`config.mk`:
```
export PLATFORM = sky130hd
export DESIGN_NAME = char_lcd_nibble_writer_top
export DESIGN_NICKNAME = d
export VERILOG_FILES = /design/src/rtl/clnw_pkg.sv /design/src/rtl/char_lcd_nibble_writer_top.sv /design/src/rtl/clnw_front.sv /design/src/rtl/clnw_queue.sv /design/src/rtl/clnw_back.sv
export SDC_FILE = /design/constraint.sdc
export NUM_CORES = 1
export LEC_CHECK = 0
export BUFFER_PORTS_ARGS = -buffer_cell sky130_fd_sc_hd__clkbuf_2
export CAP_MARGIN = 20
export CORE_MARGIN = 5
export CORE_UTILIZATION = 39
export CTS_CLUSTER_SIZE = 20
export DETAILED_ROUTE_END_ITERATION = 10
export GPL_TIMING_DRIVEN = 0
export PLACE_DENSITY = 0.53
export SETUP_SLACK_MARGIN = 0.2
export SLEW_MARGIN = 20
export SYNTH_ARGS = -nofsm -noshare
export SYNTH_HDL_FRONTEND = slang
export SYNTH_SLANG_ARGS = --single-unit
```
`constraint.sdc`:
```
create_clock -name clk -period 7.7 [get_ports clk]
set_input_delay 0.77 -clock clk [delete_from_list [all_inputs] [get_ports clk]]
set_output_delay 0.77 -clock clk [all_outputs]
set_load 0.05 [all_outputs]
```
`src/rtl/clnw_pkg.sv`:
```
package clnw_pkg;

  localparam int unsigned QUEUE_DEPTH_DEFAULT = 4;
  localparam int unsigned PULSE_W             = 20;
  localparam logic [PULSE_W-1:0] PULSE_RESET  = 20'd7200;
  localparam int unsigned INIT_STROBES        = 6;
  localparam int unsigned IDX_W               = 3;
  localparam int unsigned UNITS_W             = 3;

  typedef enum logic [1:0] {
    MODE_DATA = 2'd0,
    MODE_CMD  = 2'd1,
    MODE_INIT = 2'd2,
    MODE_NONE = 2'd3
  } mode_t;

  typedef enum logic {
    KIND_BYTE = 1'b0,
    KIND_INIT = 1'b1
  } kind_t;

  localparam logic [7:0] BYTE_CR       = 8'h0D;
  localparam logic [7:0] BYTE_LF       = 8'h0A;
  localparam logic [7:0] CMD_LINE2     = 8'hC0;
  localparam logic [7:0] FONT_LOW      = 8'hA0;
  localparam logic [7:0] FONT_HIGH_BASE = 8'hC0;
  localparam logic [7:0] CYR_YO_UPPER  = 8'hA8;
  localparam logic [7:0] CYR_YO_LOWER  = 8'hB8;
  localparam logic [7:0] LCD_YO        = 8'hA2;

  // Work item handed from the front end to the strobe sequencer.
  typedef struct packed {
    kind_t      kind;
    logic       rs;
    logic [7:0] data;
  } entry_t;

  typedef struct packed {
    logic       rs;
    logic [3:0] nibble;
    logic [1:0] pre_wait;
    logic [1:0] post_wait;
    logic       last;
  } strobe_t;

  localparam logic [7:0] CYR_HI [64] = '{
    8'h41, 8'hA0, 8'h42, 8'hA1, 8'hE0, 8'h45, 8'hA3, 8'hA4,
    8'hA5, 8'hA6, 8'h4B, 8'hA7, 8'h4D, 8'h48, 8'h4F, 8'hA8,
    8'h50, 8'h43, 8'h54, 8'hA9, 8'hAA, 8'h58, 8'hE1, 8'hAB,
    8'hAC, 8'hE2, 8'hAD, 8'hAE, 8'h62, 8'hAF, 8'hB0, 8'hB1,
    8'h61, 8'hB2, 8'hB3, 8'hB4, 8'hE3, 8'h65, 8'hB6, 8'hB7,
    8'hB8, 8'hB9, 8'hBA, 8'hBB, 8'hBC, 8'hBD, 8'h6F, 8'hBE,
    8'h70, 8'h63, 8'hBF, 8'h79, 8'hE4, 8'h78, 8'hE5, 8'hC0,
    8'hC1, 8'hE6, 8'hC2, 8'hC3, 8'hC4, 8'hC5, 8'hC6, 8'hC7
  };

  localparam logic [3:0] INIT_NIB  [INIT_STROBES] = '{4'd3, 4'd3, 4'd3, 4'd2, 4'd2, 4'd8};
  localparam logic [1:0] INIT_POST [INIT_STROBES] = '{2'd3, 2'd2, 2'd1, 2'd1, 2'd1, 2'd1};

  function automatic logic [7:0] map_font(input logic [7:0] b);
    logic [7:0] r;
    r = b;
    if (b >= FONT_HIGH_BASE) begin
      r = CYR_HI[b[5:0]];
    end else if (b inside {CYR_YO_UPPER, CYR_YO_LOWER}) begin
      r = LCD_YO;
    end
    return r;
  endfunction

  // Fields of strobe number idx of a queued item.
  function automatic strobe_t strobe_of(input entry_t e, input logic [IDX_W-1:0] idx);
    strobe_t s;
    if (e.kind == KIND_INIT) begin
      s.rs        = 1'b0;
      s.nibble    = INIT_NIB[idx];
      s.pre_wait  = (idx == '0) ? 2'd3 : 2'd0;
      s.post_wait = INIT_POST[idx];
      s.last      = (idx == IDX_W'(INIT_STROBES - 1));
    end else begin
      s.rs        = e.rs;
      s.nibble    = (idx == '0) ? e.data[7:4] : e.data[3:0];
      s.pre_wait  = 2'd0;
      s.post_wait = 2'd1;
      s.last      = (idx != '0);
    end
    return s;
  endfunction

endpackage

```
`src/rtl/char_lcd_nibble_writer_top.sv`:
```
// Channel  | Handshake            | Payload
// ---------+----------------------+------------------------------------------------
// input    | in_valid / in_stall  | data_byte[7:0], mode[1:0]
// output   | out_valid / out_stall| register_select, nibble[3:0], pre_wait[1:0],
//          |                      | post_wait[1:0], last
// config   | cfg_we               | cfg_wdata[19:0] (pulse_cycles)
//
// Strobe timing is counted in units of pulse_cycles by the unit timer in the back
// end; a byte is two strobes and init is six strobes.
// Input is taken while the queue has room; carriage returns and mode 3 are always taken.
// Reset is synchronous, empties the queue and sets pulse_cycles to 7200.
// A stalled result holds its fields; the timer resumes after the transfer.
module char_lcd_nibble_writer_top #(
  parameter int unsigned QUEUE_DEPTH = clnw_pkg::QUEUE_DEPTH_DEFAULT
) (
  input  logic                          clk,
  input  logic                          rst,
  input  logic                          cfg_we,
  input  logic [clnw_pkg::PULSE_W-1:0]  cfg_wdata,
  input  logic                          in_valid,
  output logic                          in_stall,
  input  logic [7:0]                    data_byte,
  input  logic [1:0]                    mode,
  output logic                          out_valid,
  input  logic                          out_stall,
  output logic                          register_select,
  output logic [3:0]                    nibble,
  output logic [1:0]                    pre_wait,
  output logic [1:0]                    post_wait,
  output logic                          last
);

  clnw_pkg::entry_t  q_entry;
  clnw_pkg::entry_t  head;
  clnw_pkg::strobe_t strobe;
  logic              q_push;
  logic              q_pop;
  logic              q_full;
  logic              q_empty;

  clnw_front u_front (
    .in_valid  (in_valid),
    .in_stall  (in_stall),
    .data_byte (data_byte),
    .mode      (mode),
    .q_full    (q_full),
    .q_push    (q_push),
    .q_entry   (q_entry)
  );

  clnw_queue #(
    .DEPTH (QUEUE_DEPTH)
  ) u_queue (
    .clk        (clk),
    .rst        (rst),
    .push       (q_push),
    .push_entry (q_entry),
    .pop        (q_pop),
    .head       (head),
    .full       (q_full),
    .empty      (q_empty)
  );

  clnw_back u_back (
    .clk       (clk),
    .rst       (rst),
    .cfg_we    (cfg_we),
    .cfg_wdata (cfg_wdata),
    .head      (head),
    .empty     (q_empty),
    .pop       (q_pop),
    .out_valid (out_valid),
    .out_stall (out_stall),
    .strobe    (strobe)
  );

  assign register_select = strobe.rs;
  assign nibble          = strobe.nibble;
  assign pre_wait        = strobe.pre_wait;
  assign post_wait       = strobe.post_wait;
  assign last            = strobe.last;

endmodule

```
`src/rtl/clnw_front.sv`:
```
module clnw_front (
  input  logic                  in_valid,
  output logic                  in_stall,
  input  logic [7:0]            data_byte,
  input  logic [1:0]            mode,
  input  logic                  q_full,
  output logic                  q_push,
  output clnw_pkg::entry_t      q_entry
);

  logic keep;

  always_comb begin
    keep            = 1'b1;
    q_entry.kind    = clnw_pkg::KIND_BYTE;
    q_entry.rs      = 1'b0;
    q_entry.data    = data_byte;
    case (clnw_pkg::mode_t'(mode))
      clnw_pkg::MODE_DATA: begin
        if (data_byte == clnw_pkg::BYTE_CR) begin
          keep = 1'b0;
        end else if (data_byte == clnw_pkg::BYTE_LF) begin
          q_entry.data = clnw_pkg::CMD_LINE2;
        end else begin
          q_entry.rs = 1'b1;
          if (data_byte > clnw_pkg::FONT_LOW) begin
            q_entry.data = clnw_pkg::map_font(data_byte);
          end
        end
      end
      clnw_pkg::MODE_CMD: begin
        q_entry.rs = 1'b0;
      end
      clnw_pkg::MODE_INIT: begin
        q_entry.kind = clnw_pkg::KIND_INIT;
      end
      default: begin
        keep = 1'b0;
      end
    endcase
  end

  // Items that cause no strobe are taken even when the queue is full.
  assign in_stall = q_full && keep;
  assign q_push   = in_valid && !in_stall && keep;

endmodule

```
`src/rtl/clnw_queue.sv`:
```
module clnw_queue #(
  parameter int unsigned DEPTH = clnw_pkg::QUEUE_DEPTH_DEFAULT
) (
  input  logic             clk,
  input  logic             rst,
  input  logic             push,
  input  clnw_pkg::entry_t push_entry,
  input  logic             pop,
  output clnw_pkg::entry_t head,
  output logic             full,
  output logic             empty
);

  localparam int unsigned PTR_W = (DEPTH > 1) ? $clog2(DEPTH) : 1;
  localparam int unsigned CNT_W = $clog2(DEPTH + 1);

  clnw_pkg::entry_t slots [DEPTH];
  logic [PTR_W-1:0] wr_ptr;
  logic [PTR_W-1:0] rd_ptr;
  logic [CNT_W-1:0] count;

  assign full  = (count == CNT_W'(DEPTH));
  assign empty = (count == '0);
  assign head  = slots[rd_ptr];

  always_ff @(posedge clk) begin
    if (push) begin
      slots[wr_ptr] <= push_entry;
    end
  end

  always_ff @(posedge clk) begin
    if (rst) begin
      wr_ptr <= '0;
      rd_ptr <= '0;
      count  <= '0;
    end else begin
      if (push) begin
        wr_ptr <= (wr_ptr == PTR_W'(DEPTH - 1)) ? '0 : wr_ptr + 1'b1;
      end
      if (pop) begin
        rd_ptr <= (rd_ptr == PTR_W'(DEPTH - 1)) ? '0 : rd_ptr + 1'b1;
      end
      if (push && !pop) begin
        count <= count + 1'b1;
      end else if (pop && !push) begin
        count <= count - 1'b1;
      end
    end
  end

endmodule

```
`src/rtl/clnw_back.sv`:
```
module clnw_back (
  input  logic                          clk,
  input  logic                          rst,
  input  logic                          cfg_we,
  input  logic [clnw_pkg::PULSE_W-1:0]  cfg_wdata,
  input  clnw_pkg::entry_t              head,
  input  logic                          empty,
  output logic                          pop,
  output logic                          out_valid,
  input  logic                          out_stall,
  output clnw_pkg::strobe_t             strobe
);

  typedef enum logic [3:0] {
    S_IDLE = 4'b0001,
    S_PRE  = 4'b0010,
    S_SHOW = 4'b0100,
    S_POST = 4'b1000
  } state_t;

  state_t                          state;
  clnw_pkg::entry_t                cur;
  logic [clnw_pkg::IDX_W-1:0]      idx;
  logic [clnw_pkg::UNITS_W-1:0]    units;
  logic [clnw_pkg::PULSE_W-1:0]    cyc;
  logic [clnw_pkg::PULSE_W-1:0]    pulse_cycles;
  clnw_pkg::strobe_t               cur_strobe;
  clnw_pkg::strobe_t               next_strobe;
  logic                            unit_done;

  assign cur_strobe  = clnw_pkg::strobe_of(cur, idx);
  assign next_strobe = clnw_pkg::strobe_of(cur, idx + 1'b1);
  // A pulse_cycles setting of zero ends each unit at once.
  assign unit_done   = (pulse_cycles == '0) || (cyc == pulse_cycles - 1'b1);
  assign pop         = (state == S_IDLE) && !empty;

  always_ff @(posedge clk) begin
    if (rst) begin
      pulse_cycles <= clnw_pkg::PULSE_RESET;
    end else if (cfg_we) begin
      pulse_cycles <= cfg_wdata;
    end
  end

  always_ff @(posedge clk) begin
    if (pop) begin
      cur <= head;
    end
    if (state == S_PRE && units == '0) begin
      strobe <= cur_strobe;
    end
  end

  always_ff @(posedge clk) begin
    if (rst) begin
      state     <= S_IDLE;
      out_valid <= 1'b0;
      idx       <= '0;
      units     <= '0;
      cyc       <= '0;
    end else begin
      case (state)
        S_IDLE: begin
          if (!empty) begin
            idx   <= '0;
            cyc   <= '0;
            units <= (head.kind == clnw_pkg::KIND_INIT) ? 3'd3 : 3'd0;
            state <= S_PRE;
          end
        end
        S_PRE: begin
          if (units == '0) begin
            out_valid <= 1'b1;
            state     <= S_SHOW;
          end else if (unit_done) begin
            cyc   <= '0;
            units <= units - 1'b1;
          end else begin
            cyc <= cyc + 1'b1;
          end
        end
        S_SHOW: begin
          if (!out_stall) begin
            // Drop out_valid once the strobe is taken, then count the post wait.
            out_valid <= 1'b0;
            cyc       <= '0;
            units     <= {1'b0, strobe.post_wait} + 3'd1;
            state     <= S_POST;
          end
        end
        S_POST: begin
          if (units == '0) begin
            if (cur_strobe.last) begin
              state <= S_IDLE;
            end else begin
              idx   <= idx + 1'b1;
              cyc   <= '0;
              units <= {1'b0, next_strobe.pre_wait};
              state <= S_PRE;
            end
          end else if (unit_done) begin
            cyc   <= '0;
            units <= units - 1'b1;
          end else begin
            cyc <= cyc + 1'b1;
          end
        end
        default: begin
          state     <= S_IDLE;
          out_valid <= 1'b0;
        end
      endcase
    end
  end

endmodule
```
-- Word-level counts from Yosys, hierarchy flattened
Memory sizes are Yosys's and may differ from the RTL's. A register that Yosys moved wholly into a read port is not among the register bits.
Cells that the tools add are included.
- register bits: 78
- latch bits: 0
- bits in writable memories: 40
- ROM bits: 576
- input port bits: 35
- output and inout bits: 12
- word-level logic and storage cells: 153
- memories kept: 5
- add/subtract/negate cells: 9
- $mul: 0
- div/mod/pow operators: 0
- magnitude comparators: 5
- equality and inequality tests: 23
- shifts and indexed selects: 0
- multiplexer cells: 60
- bitwise gates (word level): 4
- reduce and logical (&&, ||, !) cells: 30
- memory list (name ; words ; bits a word ; read ports ; clocked after memory_dff ; wr ports ; RTL line ; text):
    (no name shown) ; 64 ; 8 ; 1 ; 0 ; 0 ; clnw_pkg.sv:64 ; r = CYR_HI[b[5:0]];
    u_queue.slots ; 4 ; 10 ; 1 ; 1 ; 1 ; clnw_queue.sv:17 ; clnw_pkg::entry_t slots [DEPTH];
    (no name shown) ; 8 ; 4 ; 1 ; 0 ; 0 ; clnw_pkg.sv:76 ; s.nibble = INIT_NIB[idx];
    (no name shown) ; 8 ; 2 ; 1 ; 0 ; 0 ; clnw_pkg.sv:78 ; s.post_wait = INIT_POST[idx];
    (no name shown) ; 8 ; 2 ; 1 ; 0 ; 0 ; clnw_pkg.sv:78 ;
- operator list (cell ; count):
    20-bit two-way mux ; 6
    20-bit case mux with 4 select lines ; 1
    8-bit two-way mux ; 7
    3-bit two-way mux ; 11
    4-bit two-way mux ; 7
    2-bit two-way mux ; 12
    20-bit by 1-bit adder with 20-bit output, second input constant ; 1
    20-bit equality test ; 1
    20-bit zero test ; 1
    20-bit by 1-bit subtractor with 20-bit output, second input constant ; 1
    9-bit two-way mux ; 2
    8-bit by 4-bit equality test with 1-bit output, second input constant ; 2
    8-bit equality test, second input constant ; 2
    4-bit case mux with 4 select lines ; 1
    3-bit zero test ; 4
    3-bit case mux with 4 select lines ; 1
    2-bit != test, second input constant ; 5
    3-bit equality test, second input constant ; 3
    4-bit >= comparator, second input constant ; 2
    8-bit >= comparator, second input constant ; 1
    8-bit greater-than comparator, second input constant ; 1
    1-bit two-way mux ; 8
    3-bit inverter with 4-bit output ; 2
    4-bit AND reduction ; 2
    other kinds (29) ; 47

-- Depth between registers and ports, before layout
Gate-level depths: netlist of run 1.
- depth after elaboration: 11
- gate-level depth with buffers: 13
- gate-level depth less buffers: 12

-- By module
A second synthesis of run 1 with hierarchy kept.
- cell total of the unflattened synthesis: 759
- area, all modules: 7235.7 um2
- by module, submodules not included (module ; times used ; cells an instance ; area an instance (um2) ; sequential area each (um2)):
    clnw_back ; 1 ; 498 ; 4250.3 ; 1591.5
    clnw_queue ; 1 ; 96 ; 1883.1 ; 1381.3
    clnw_front ; 1 ; 165 ; 1102.3 ; 0.0

-- Least setup slack after synthesis of run 1
No wires, ideal clock.
- path kind: in2out
- start: in data_byte[1]
- end: out in_stall
- arrival: 2.622 ns
- data required time: 6.930 ns
- setup slack: 4.308 ns
- stages: 7
- path through: inv_1 -> ha_1 -> clkbuf_1 -> nand2_1 -> o21a_1 -> nor2_1 -> nor3_1
- longest elaborated chain between the ends: 4
- RTL lines (element ; RTL line ; text):
    start, declared ; char_lcd_nibble_writer_top.sv:22 ; input logic [7:0] data_byte,
    8-bit by 4-bit equality test with 1-bit output ; clnw_front.sv:20 ; if (data_byte == clnw_pkg::BYTE_CR) begin
    1-bit two-way mux ; clnw_front.sv:20 ;
    1-bit case mux with 2 select lines ; clnw_front.sv:18 ; case (clnw_pkg::mode_t'(mode))
    1-bit logical AND ; clnw_front.sv:44 ; assign in_stall = q_full && keep;
    end, declared ; char_lcd_nibble_writer_top.sv:21 ; output logic in_stall,
Every way passes these cells.

-- Final worst setup path of run 1
- start: in data_byte[1]
- end: reg u_queue.count[2]
- longest elaborated chain between the ends: 10
- RTL lines (element ; RTL line ; text):
    8-bit by 4-bit equality test with 1-bit output * ; clnw_front.sv:20 ;
    1-bit two-way mux * ; clnw_front.sv:20 ;
    1-bit case mux with 2 select lines * ; clnw_front.sv:18 ;
    1-bit logical AND ; clnw_front.sv:44 ;
    1-bit zero test ; clnw_front.sv:45 ; assign q_push = in_valid && !in_stall && keep;
    1-bit logical AND ; clnw_front.sv:45 ;
    1-bit logical AND * ; clnw_front.sv:45 ;
    net q_push ; char_lcd_nibble_writer_top.sv:36 ; logic q_push;
    1-bit zero test ; clnw_queue.sv:46 ; end else if (pop && !push) begin
    1-bit logical AND ; clnw_queue.sv:46 ;
    2-bit nonzero test (no source line) ; n/a ;
    end signal, assigned ; clnw_queue.sv:45 ; count <= count + 1'b1;
    end signal, assigned ; clnw_queue.sv:47 ; count <= count - 1'b1;
    end, declared ; clnw_queue.sv:20 ; logic [CNT_W-1:0] count;
Mark *: on every way through the listed nets, which the timed path passes. The rest lies on a longest branch.
A chain may end at the register's enable or synchronous reset.

==> flow_summary_export.csv, run 1 <==
group,metric,value,unit
setup_path,path_class,"in -> reg",
finish,design_area,0.00801,sq mm
power_and_ir_drop,p_comb_share,25.3,%
timing,tns,0,ps
yosys,seq_area_frac_synth,43.0,%
setup_path,ff2ff_setup_slack,4430,ps
floorplanning,fp.dieH,143,microns
grt,grt_antenna_before_repair,0,
floorplanning,core,0.0174,sq mm
yosys,syn_inst,706,
timing,finalCritPeriodShare,46.3,%
floorplanning,die_x,143,microns
placement,place.gp.congestion,0.885,
yosys,synth_edf_count,59,
floorplanning,start_util,39.8,%
finish,area_delta_synth_final,16.0,%
job,drv_cap,0,
yosys,synthTopCellsByArea,"edfxtp_1, dfxtp_1, ha_1",
grt,grt_pass1_vias,5295,
routing,vias,5398,
routing,wirelength,16600,microns
yosys,yosys.area.top_type,"edfxtp_1",
clocking,clk_path_buf_depth,2,
power_and_ir_drop,p_sw_share,31.8,%
clocking,clkTransAtPathRegs,60,ps
power_and_ir_drop,p_seq_share,37.1,%
clocking,ctsResizeCount,0,
setup_path,required,8030,ps
routing,avgViaCountPerCell,5.37,
timing,fmax,0.280,GHz
finish,drive_gt1_share,14.2,%
setup_path,slowest_stage,"nor3_1",
timing,setup_violations,0,
grt,grt_max_degree,17,
power_and_ir_drop,peakVddDrop,179,uV
finish,finish.utilization,46.2,%
timing,rsz0062_at_grt,"no",
floorplanning,die_area,0.0205,sq mm
timing,period_needed,3570,ps
routing,drtIter0Drc,309,
yosys,synth_area_per_cell,9.78,sq um
power_and_ir_drop,finalPower,2.16,mW
setup_path,critPathCaptureType,"flop",
yosys,syn_nets,767,
clocking,cts_htree_levels,4,
worst_hold_path,holdCritStartpoint,"u_back.out_valid$_SDFFE_PP0P_",
clocking,clk_latency,410,ps
yosys,netlist.area_leader.share,25.6,%
placement,port_buffers,44,
power_and_ir_drop,internal_power,1.47,mW
clocking,cts.sinks,119,
floorplanning,rows,48,
finish,antennaDiodeCount,0,
worst_hold_path,hold_depth,2,
grt,overflow,0,
finish,final_nets,830,
setup_path,crit_chain,"clkbuf_2 > inv_1 > ha_1 > clkbuf_1 > nand2_1 > o21a_1 > nor2_1 > nor3_1 > ha_1 > inv_1 > fa_1 > xor2_1 > or3_1 > a21oi_1",
timing,finalHoldViolations,0,
grt,grt_pass1_wl,27000,microns
yosys,ys_seq_elements,119,
power_and_ir_drop,p_leak,3.09,nW
timing,max_slew.worst_pin.slew,741,ps
yosys,yosysWarnings,0,
routing,drc,0,
worst_hold_path,hold_class,"reg -> reg",
yosys,ys.flop_type,"dfxtp_1",
routing,first_pass_iters,5,
setup_path,cp_max_fo,9,
power_and_ir_drop,power.switching,0.685,mW
yosys,netlist_area,0.00691,sq mm
yosys,synth_cell_types,71,
clocking,root_buffer,"clkbuf_16",
routing,avgRoutedWirePerCell,16.5,microns
clocking,cts_hold_buf,0,
clocking,cts-buffers-inserted,17,
setup_path,timing.rr.start,"u_back.pulse_cycles[0]$_SDFFE_PP0P_",
yosys,synth_async_sr_flop_share,0,%
floorplanning,pin_count,47,
power_and_ir_drop,power_density,269,mW/mm^2
clocking,post_cts_buffers,0,
setup_path,cp.arrival,3900,ps
setup_path,critPathMaxStageDelay,610,ps
status,outcome,"completed",
timing,finClkSkew,8.14,ps
worst_hold_path,hold_end,"u_back.out_valid$_SDFFE_PP0P_",
setup_path,r2r_cells,12,
timing,slew_viol_final,0,
routing,antenna_left,0,
timing,maxSlewHeadroom,50.2,%
grt,grtUsageTotal,16.7,%
placement,dp_hpwl,12300,microns
setup_path,critPathTopFamily,"simple AND/OR/NAND/NOR gates",
setup_path,cp_num_buf_inv,4,
placement,dpl_cell_area,0.00741,sq mm
setup_path,r2r_end,"u_back.cyc[15]$_SDFFE_PP0P_",
power_and_ir_drop,power.clock.fraction,37.5,%
clocking,cts_tree,"done",
setup_path,cp-start-kind,"primary input",
synth_stat cells, types with 5 or more instances:
cell,instances
o22ai_1,5
ha_1,25
xnor2_1,17
clkbuf_1,23
nand3_1,15
a22oi_1,6
nor3_1,16
nor2_4,9
o211ai_1,7
a31oi_1,5
nor2_1,72
nor2b_1,17
xor2_1,24
and2_1,11
nand2_1,57
and3_1,11
inv_1,33
o31ai_1,6
mux4_2,10
nand2b_1,8
dfxtp_1,60
nand4_1,11
buf_1,7
o21ai_0,27
or4_1,6
mux2i_1,31
edfxtp_1,59
a21oi_1,42
a211o_1,7
through the flow:
| step | hold WS, ps | setup WS [ps] | instances |
|---|---|---|---|
| 2_1_floorplan | 454 | 4310 | 706 |
| 3_3_place_gp | 465 | 3810 | 975 |
| 3_5_place_dp | 473 | 3760 | 975 |
| 4_1_cts | 482 | 4160 | 1006 |
| 5_1_grt | 512 | 3900 | 1006 |
| 6_report | 480 | 4130 | 1006 |
final cells by class:
class	count	area (sq um)
tap	225	282
timing repair buffer	44	220
clock buffer	17	425
multi-input combinational	517	3630
clock inverter	14	176
buffer	37	180
fill	1651	9350
inverter	33	124
sequential	119	2970
worst max-delay path by stage:
stage / from / endpoint / slack [ps] / depth (start not counted)
floorplan: data_byte[1] / in_stall / 4310 / 7
global placement: data_byte[1] / u_queue.count[2]$_SDFFE_PP0P_ / 3810 / 14
detailed placement: data_byte[1] / u_queue.count[2]$_SDFFE_PP0P_ / 3760 / 14
CTS: data_byte[1] / u_queue.count[2]$_SDFFE_PP0P_ / 4160 / 14
global route: data_byte[1] / u_queue.count[2]$_SDFFE_PP0P_ / 3900 / 14
finish: data_byte[1] / u_queue.count[2]$_SDFFE_PP0P_ / 4130 / 14
tightest hold or removal path, stage by stage (launching register included):
cell and delay [ps]:
dfxtp_1 300, o21ai_0 70, a21oi_1 60
metal layers:
| layer | wire [microns] | part of all wire, % | vias up | GRT usage (%) |
|---|---|---|---|---|
| li1 | - | - | 2701 | - |
| met1 | 8030 | 48 | 2562 | 23.2 |
| met2 | 7600 | 46 | 122 | 26.0 |
| met3 | 854 | 5.1 | 13 | 4.39 |
| met4 | 147 | 0.88 | 0 | 4.40 |
| met5 | 0 | 0 | - | 0 |
power groups by stage:
stage	clock [mW]	combinational, mW	sequential, mW
3_3_place_gp	0	0.534	0.811
3_5_place_dp	0	0.543	0.814
6_report	0.809	0.546	0.801
5_1_grt	0.858	0.609	0.810
2_1_floorplan	0	0.403	0.818
4_1_cts	0.825	0.548	0.802
flip-flops by register name (all words and copies together), names as in the netlist, 3 cells and up, named ones only:
register	count
u_queue.count	3
u_back.state	4
u_back.units	3
u_back.strobe	9
u_back.idx	3
u_back.pulse_cycles	20
u_queue.slots	40
u_back.cur	10
u_back.cyc	20
cell usage in the layout (no fill, tap or decap), drive strengths merged, types with 5 or more instances in the layout:
cell type,netlist,final
clkinv,0,5
o22ai,5,5
nand3,16,16
o31ai,6,6
o211ai,7,7
nor3,16,16
and3,11,11
mux4,10,10
a211o,7,7
clkbuf,23,84
xnor2,17,17
nand4,11,11
and2,11,11
inv,33,36
nand2b,8,8
nor2b,17,17
mux2i,31,31
dfxtp,60,60
a22oi,6,6
a21oi,42,42
xor2,24,24
ha,25,25
buf,14,14
nor2,82,82
nor4,7,7
or4,6,6
nand2,57,57
a31oi,5,5
o21ai,27,27
edfxtp,59,59
cells by family (layout without fill, tap and decap cells):
group,after synthesis,after routing,share of synthesized area [%]
flip-flops,119,119,43.0
AND/OR/NAND/NOR,262,262,20.6
adder cells (fa/ha/maj),26,26,4.82
XOR/XNOR,41,41,5.20
multiplexers,42,42,7.92
buffers and inverters,70,145,4.40
AO/OA/AOI/OAI,146,146,14.1
Power figures use the tool's default switching activity.
==> run 2, diff against run 1 <==
- ABC_AREA: not set -> 1
- PLACE_DENSITY: 0.53 -> 0.52
- clock period: 7.7 -> 3.5 ns (I/O delays scaled with it)
==> run 2 against run 1 <==
  * Utilization decreased by 0.22 points
  * Worst setup slack got worse by 3500 ps
  * Routed wire length increased by 19%
  * Critical endpoint is now u_queue.count[1]$_SDFFE_PP0P_
  * Power increased by 130%
  * Global-route usage increased by 2.0 points
  * Clock power increased by 110%
  * Cell count increased by 27%
  * Synthesized area increased by 4.6%
  * Die area increased by 4.3%
  * Combinational power increased to 2.6 times the previous value
==> flow_summary_export.csv, run 2 <==
group,metric,value,unit
floorplanning,pin_count,47,
routing,antenna_left,0,
placement,dp_cells,1243,
clocking,cts-buffers-inserted,17,
timing,finalHoldViolations,0,
power_and_ir_drop,peakVddDrop,344,uV
clocking,clkTransAtPathRegs,60,ps
timing,setup_violations,0,
routing,drtIter0Drc,528,
power_and_ir_drop,p_comb_share,28.8,%
yosys,synthTopCellsByArea,"edfxtp_1, dfxtp_1, nand2_1",
power_and_ir_drop,power_density,600,mW/mm^2
yosys,seq_area_frac_synth,41.1,%
placement,place.gp.congestion,0.927,
grt,grt_pass1_wl,32000,microns
yosys,synthMuxAreaShare,0,%
setup_path,cp-start-kind,"flop",
clocking,ctsResizeCount,0,
setup_path,ff2ff_setup_slack,680,ps
placement,port_buffers,43,
setup_path,crit_chain,"nor2_1 > inv_1 > nor3_2 > inv_1 > nor2_1 > inv_1 > ha_1 > inv_1 > fa_1 > o21ai_0 > a21oi_1",
yosys,synth-simple-area-share,27.8,%
finish,finish.utilization,45.9,%
timing,finalCritPeriodShare,80.5,%
yosys,synth_cell_types,51,
timing,slew_viol_final,0,
floorplanning,start_util,40.0,%
setup_path,cp_max_fo,14,
yosys,synth_async_sr_flop_share,0,%
placement,post-place-ws,255,ps
finish,antennaDiodeCount,0,
setup_path,critPathCaptureType,"flop",
yosys,syn_inst,971,
yosys,ys_seq_elements,119,
finish,instances_no_fill,1275,
worst_hold_path,hold_end,"u_back.pulse_cycles[11]$_SDFFE_PP1P_",
power_and_ir_drop,power.switching,1.84,mW
power_and_ir_drop,p_sw_share,37.0,%
worst_hold_path,hold_depth,3,
grt,grt_max_degree,17,
grt,grt_pass1_vias,6127,
finish,nFillCells,1825,
finish,multi_input_area,0.00369,sq mm
finish,largest_reg_flops,40,
clocking,cts.sinks,119,
clocking,cts_htree_levels,4,
setup_path,r2r_end,"u_queue.count[1]$_SDFFE_PP0P_",
power_and_ir_drop,power.clock.fraction,34.5,%
status,outcome,"completed",
clocking,root_buffer,"clkbuf_16",
finish,final_common_cell,"nand2_1",
routing,drc,0,
worst_hold_path,holdCritStartpoint,"cfg_wdata[11]",
routing,wirelength,19700,microns
floorplanning,core,0.0181,sq mm
clocking,clk_path_buf_depth,2,
placement,dp_hpwl,15000,microns
yosys,synth-compound-area-share,14.7,%
timing,rsz0062_at_grt,"no",
yosys,syn_nets,1032,
timing,period_needed,2820,ps
routing,vias,6529,
setup_path,cp_num_buf_inv,4,
setup_path,critPathMaxStageDelay,720,ps
yosys,synth_top_family_by_area,"simple AND/OR/NAND/NOR gates",
grt,grt_antenna_before_repair,0,
grt,grtUsageTotal,18.7,%
routing,first_pass_iters,4,
floorplanning,die_x,146,microns
finish,seqCellArea,0.00297,sq mm
timing,maxSlewHeadroom,31.5,%
yosys,synth_edf_count,59,
floorplanning,fp.dieH,146,microns
yosys,yosysWarnings,0,
timing,tns,0,ps
finish,drive_gt1_share,10.2,%
floorplanning,die_area,0.0214,sq mm
setup_path,crit_path_frequent_cell,"inv_1",
setup_path,timing.rr.start,"u_back.state[3]$_SDFFE_PP0P_",
yosys,yosys.area.top_type,"edfxtp_1",
power_and_ir_drop,p_leak,3.47,nW
routing,avgViaCountPerCell,5.12,
yosys,synth.most_common_cell,"nand2_1",
setup_path,required,3810,ps
clocking,clk_latency,420,ps
setup_path,cp.arrival,3120,ps
setup_path,path_class,"reg -> reg",
job,drv_cap,0,
timing,finClkSkew,12.6,ps
routing,avgRoutedWirePerCell,15.5,microns
timing,fmax,0.355,GHz
grt,overflow,0,
yosys,netlist.area_leader.share,24.5,%
floorplanning,rows,49,
finish,reg.largest.list,"u_queue.slots: 40 flops, u_back.cyc: 20 flops, u_back.pulse_cycles: 20 flops",
clocking,post_cts_buffers,0,
yosys,synthXorXnorAreaFrac,3.88,%
finish,regMostFlops,"u_queue.slots",
setup_path,r2r_cells,11,
setup_path,slowest_stage,"nor2_1",
timing,worst_slack,683,ps
finish,final_nets,1094,
finish,area_delta_synth_final,14.9,%
yosys,synthAdderAreaFrac,4.60,%
clocking,cts_hold_buf,0,
power_and_ir_drop,p_seq_share,36.7,%
timing,max_slew.worst_pin.slew,1020,ps
yosys,synthTopCellsByCount,"nand2_1, nor2_1, inv_1",
yosys,ys.flop_type,"dfxtp_1",
clocking,cts_tree,"done",
finish,final_cell_mix,"nand2_1, nor2_1, inv_1, o21ai_0",
setup_path,critPathTopFamily,"simple AND/OR/NAND/NOR gates",
power_and_ir_drop,internal_power,3.14,mW
yosys,netlist_area,0.00723,sq mm
power_and_ir_drop,finalPower,4.98,mW
worst_hold_path,hold_class,"in -> reg",
yosys,synth_area_per_cell,7.44,sq um
-- run 2: changes by cell type after synthesis, sizes merged, moves of 11 or more --
cell / change
buf: -12
nand2: +128
nor2: +79
nor2b: -17
and3: -11
mux2i: -31
nand3: +45
inv: +86
o21ai: +63
-- run 2: cells by family (layout without fill, tap and decap cells) --
family,Yosys count,count (layout)
simple gates,457,457
xor+xnor,32,32
buf+inv,149,224
flops,119,119
compound gates,188,188
fa+ha+maj,26,26
-- run 2: how the worst max path moves through the flow --
stage                     slack, ps                            end  cells past startpoint                         start
after detailed placement        250  u_queue.slots[3][4]$_DFFE_PP_                     11                  data_byte[1]
after CTS                       650  u_queue.count[1]$_SDFFE_PP0P_                     11  u_back.state[3]$_SDFFE_PP0P_
after global routing            320  u_queue.count[2]$_SDFFE_PP0P_                     14  u_back.state[3]$_SDFFE_PP0P_
after floorplan                 970                       in_stall                      8                  data_byte[1]
final                           680  u_queue.count[1]$_SDFFE_PP0P_                     11  u_back.state[3]$_SDFFE_PP0P_
after global placement          220  u_queue.slots[3][7]$_DFFE_PP_                     11                  data_byte[1]
-- run 2: area by class of cell --
type | instances | share of cell area (%)
Clock inverter | 15 | 1.84
Timing Repair Buffer | 43 | 2.59
Inverter | 121 | 5.47
Tap cell | 229 | 3.45
Multi-Input combinational cell | 703 | 44.4
Buffer | 28 | 1.33
Sequential cell | 119 | 35.8
Clock buffer | 17 | 5.12
-- run 2: metrics by stage --
| stage | area (sq um) | hold slack (ps) |
|---|---|---|
| after floorplan | 7230 | 460 |
| after global placement | 7730 | 479 |
| after detailed placement | 7730 | 480 |
| after CTS | 8310 | 125 |
| after global routing | 8310 | 133 |
| final | 8310 | 146 |
-- run 2: power groups by stage --
stage          clock, mW  sequential (mW)  combinational [mW]
2_1_floorplan          0             1.89               0.977
3_3_place_gp           0             1.86                1.44
3_5_place_dp           0             1.86                1.43
4_1_cts             1.76             1.83                1.44
5_1_grt             1.82             1.85                1.64
6_report            1.72             1.83                1.43
-- run 2: per-layer routing --
| layer | vias to the layer above | routed length, microns | global-route usage [%] |
|---|---|---|---|
| met3 | 20 | 885 | 3.69 |
| met1 | 2977 | 9410 | 25.6 |
| li1 | 3377 | - | - |
| met4 | 0 | 226 | 4.89 |
| met5 | - | 0 | 0 |
| met2 | 155 | 9210 | 30.3 |
-- run 2: worst reg2reg max path, cell delays in order, from the launching register on --
cell and delay, ps:
dfxtp_1 340, nor2_1 110, inv_1 70, nor3_2 300, inv_1 80, nor2_1 720, inv_1 160, ha_1 220
inv_1 90, fa_1 400, o21ai_0 160, a21oi_1 50
==> run 3, diff against run 2 <==
- ABC_AREA: 1 -> 0
- PLACE_DENSITY: 0.52 -> 0.55
- clock period: 3.5 -> 2.3 ns (I/O delays scaled with it)
==> run 3 against run 2 <==
  * The run now ends with setup timing left
  * Cell count shrank 19%
  * Global-route usage shrank 1.4 points
  * Clock-buffer cell count grew 1
  * Register-to-register slack lost 1200 ps
  * Via count shrank 13%
  * Power grew 49%
  * Clock power grew 40%
  * Worst setup slack lost 1200 ps
  * Critical path type unchanged
  * Highest routed layer unchanged
==> flow_summary_export.csv, run 3 (synthesis gave the netlist of run 1 again) <==
group,metric,value,unit
power_and_ir_drop,peakVddDrop,604,uV
power_and_ir_drop,p_sw_share,32.0,%
power_and_ir_drop,internal_power,5.05,mW
timing,worst_slack,-477,ps
setup_path,cp.arrival,3140,ps
timing,maxSlewHeadroom,51.0,%
grt,grtUsageTotal,17.3,%
clocking,root_buffer,"clkbuf_16",
routing,first_pass_iters,5,
timing,finClkSkew,7.85,ps
grt,grt_antenna_before_repair,0,
finish,final_cell_mix,"nor2_1, edfxtp_1, nand2_1, dfxtp_1, clkbuf_2",
job,drv_cap,0,
worst_hold_path,hold_end,"u_back.pulse_cycles[10]$_SDFFE_PP1P_",
placement,port_buffers,44,
routing,wl_met2,7770,microns
setup_path,ff2ff_setup_slack,-480,ps
timing,tns,-9010,ps
setup_path,cp_max_fo,5,
floorplanning,fp.dieH,143,microns
routing,wl_met1,8080,microns
grt,grt_pass1_wl,28100,microns
setup_path,timing.rr.start,"u_back.pulse_cycles[1]$_SDFFE_PP0P_",
placement,dp_hpwl,12400,microns
routing,drtIter0Drc,349,
floorplanning,rows,48,
grt,grt_max_degree,17,
status,violations,"setup timing",
power_and_ir_drop,power_density,870,mW/mm^2
timing,finalHoldViolations,0,
worst_hold_path,hold_depth,2,
finish,regMostFlops,"u_queue.slots",
finish,area_delta_synth_final,23.4,%
power_and_ir_drop,power.clock.fraction,32.4,%
clocking,cts_tree,"done",
finish,drive_gt1_share,24.1,%
timing,fin_hold_ws,19.1,ps
routing,drc,0,
worst_hold_path,holdCritStartpoint,"cfg_wdata[10]",
status,outcome,"finished with violations",
clocking,clk_path_buf_depth,2,
floorplanning,pin_count,47,
finish,reg.largest.list,"u_queue.slots: 40 flops, u_back.cyc: 20 flops, u_back.pulse_cycles: 20 flops",
routing,top_layer,"met4",
timing,max_slew.worst_pin.slew,729,ps
timing,rsz0062_at_grt,"yes",
timing,finalCritPeriodShare,121,%
finish,final_common_cell,"nor2_1",
routing,avgRoutedWirePerCell,16.5,microns
placement,place.gp.congestion,0.887,
clocking,clk_latency,420,ps
timing,setup_violations,23,
routing,antenna_left,0,
routing,vias,5682,
setup_path,r2r_end,"u_back.cyc[18]$_SDFFE_PP0P_",
power_and_ir_drop,p_leak,3.29,nW
clocking,cts_htree_levels,4,
finish,final_nets,861,
power_and_ir_drop,p_seq_share,36.3,%
grt,grt_pass1_vias,5433,
finish,antennaDiodeCount,0,
setup_path,cp-start-kind,"flop",
timing,slew_viol_final,0,
clocking,cts.sinks,119,
worst_hold_path,hold_class,"in -> reg",
timing,period_needed,2780,ps
clocking,cts_hold_buf,0,
setup_path,required,2660,ps
routing,wl_met3,1130,microns
routing,wirelength,17200,microns
grt,overflow,0,
power_and_ir_drop,p_comb_share,31.2,%
setup_path,critPathCaptureType,"flop",
floorplanning,die_x,143,microns
clocking,clkTransAtPathRegs,60,ps
finish,largest_reg_flops,40,
floorplanning,core,0.0174,sq mm
floorplanning,start_util,39.8,%
timing,fmax,0.360,GHz
routing,avgViaCountPerCell,5.47,
setup_path,path_class,"reg -> reg",
floorplanning,die_area,0.0205,sq mm
setup_path,r2r_cells,13,
power_and_ir_drop,power.switching,2.37,mW
clocking,cts-buffers-inserted,17,
[run 3: worst max path at each step]
| stage | from | endpoint | slack, ps |
|---|---|---|---|
| 6_report | u_back.pulse_cycles[1]$_SDFFE_PP0P_ | u_back.cyc[18]$_SDFFE_PP0P_ | -480 |
| 5_1_grt | u_back.pulse_cycles[0]$_SDFFE_PP0P_ | u_back.cyc[12]$_SDFFE_PP0P_ | -590 |
| 4_1_cts | u_back.pulse_cycles[1]$_SDFFE_PP0P_ | u_back.cyc[18]$_SDFFE_PP0P_ | -480 |
| 3_5_place_dp | u_back.pulse_cycles[0]$_SDFFE_PP0P_ | u_back.cyc[16]$_SDFFE_PP0P_ | -660 |
| 3_3_place_gp | u_back.pulse_cycles[0]$_SDFFE_PP0P_ | u_back.cyc[18]$_SDFFE_PP0P_ | -650 |
| 2_1_floorplan | u_back.pulse_cycles[0]$_SDFFE_PP0P_ | u_back.cyc[18]$_SDFFE_PP0P_ | -150 |
[run 3: critical path, stage by stage (launching register included)]
cell	delay, ps
dfxtp_4	350
buf_6	130
or4_4	560
o211ai_1	210
o31ai_1	110
o32ai_2	330
nor4_2	80
buf_4	150
a21o_1	170
a21o_1	170
buf_6	140
buf_6	120
buf_12	130
nor2_2	70
[run 3: metrics by stage]
step	setup slack, ps	cell area [sq um]	std cells	power [mW]	utilization, %
after floorplan	-154	6990	706	4.12	-
after global placement	-650	7490	975	4.53	43.2
after detailed placement	-657	7490	975	4.58	43.2
after CTS	-477	8390	1031	7.38	48.3
after global routing	-591	8530	1038	7.84	49.1
final	-477	8530	1038	7.42	49.1
[run 3: cell type report]
class	instances	area (sq um)
Clock buffer	18	429
Sequential cell	119	2990
Inverter	33	136
Clock inverter	14	111
Multi-Input combinational cell	517	3830
Tap cell	225	282
Timing Repair Buffer	75	495
Fill cell	1626	8830
Buffer	37	254
[run 3: timing repair]
action                     in CTS  in global routing
pin swaps                      17                 11
hold endpoints to repair        0                  0
gates cloned                    1                  0
gates resized for setup        39                 32
buffers inserted               23                  7
setup endpoints to repair      62                 56
[run 3: per-layer routing]
metal / vias up / track usage, %
met3: 19 / 4.69
met2: 186 / 25.7
met4: 0 / 4.45
li1: 2757 / -
met5: - / 0
met1: 2720 / 25.0
[run 3: power groups by stage]
stage / clock [mW] / combinational (mW) / sequential, mW
3_5_place_dp: 0 / 1.85 / 2.73
5_1_grt: 2.56 / 2.55 / 2.72
2_1_floorplan: 0 / 1.38 / 2.74
6_report: 2.41 / 2.32 / 2.70
3_3_place_gp: 0 / 1.82 / 2.72
4_1_cts: 2.45 / 2.23 / 2.70
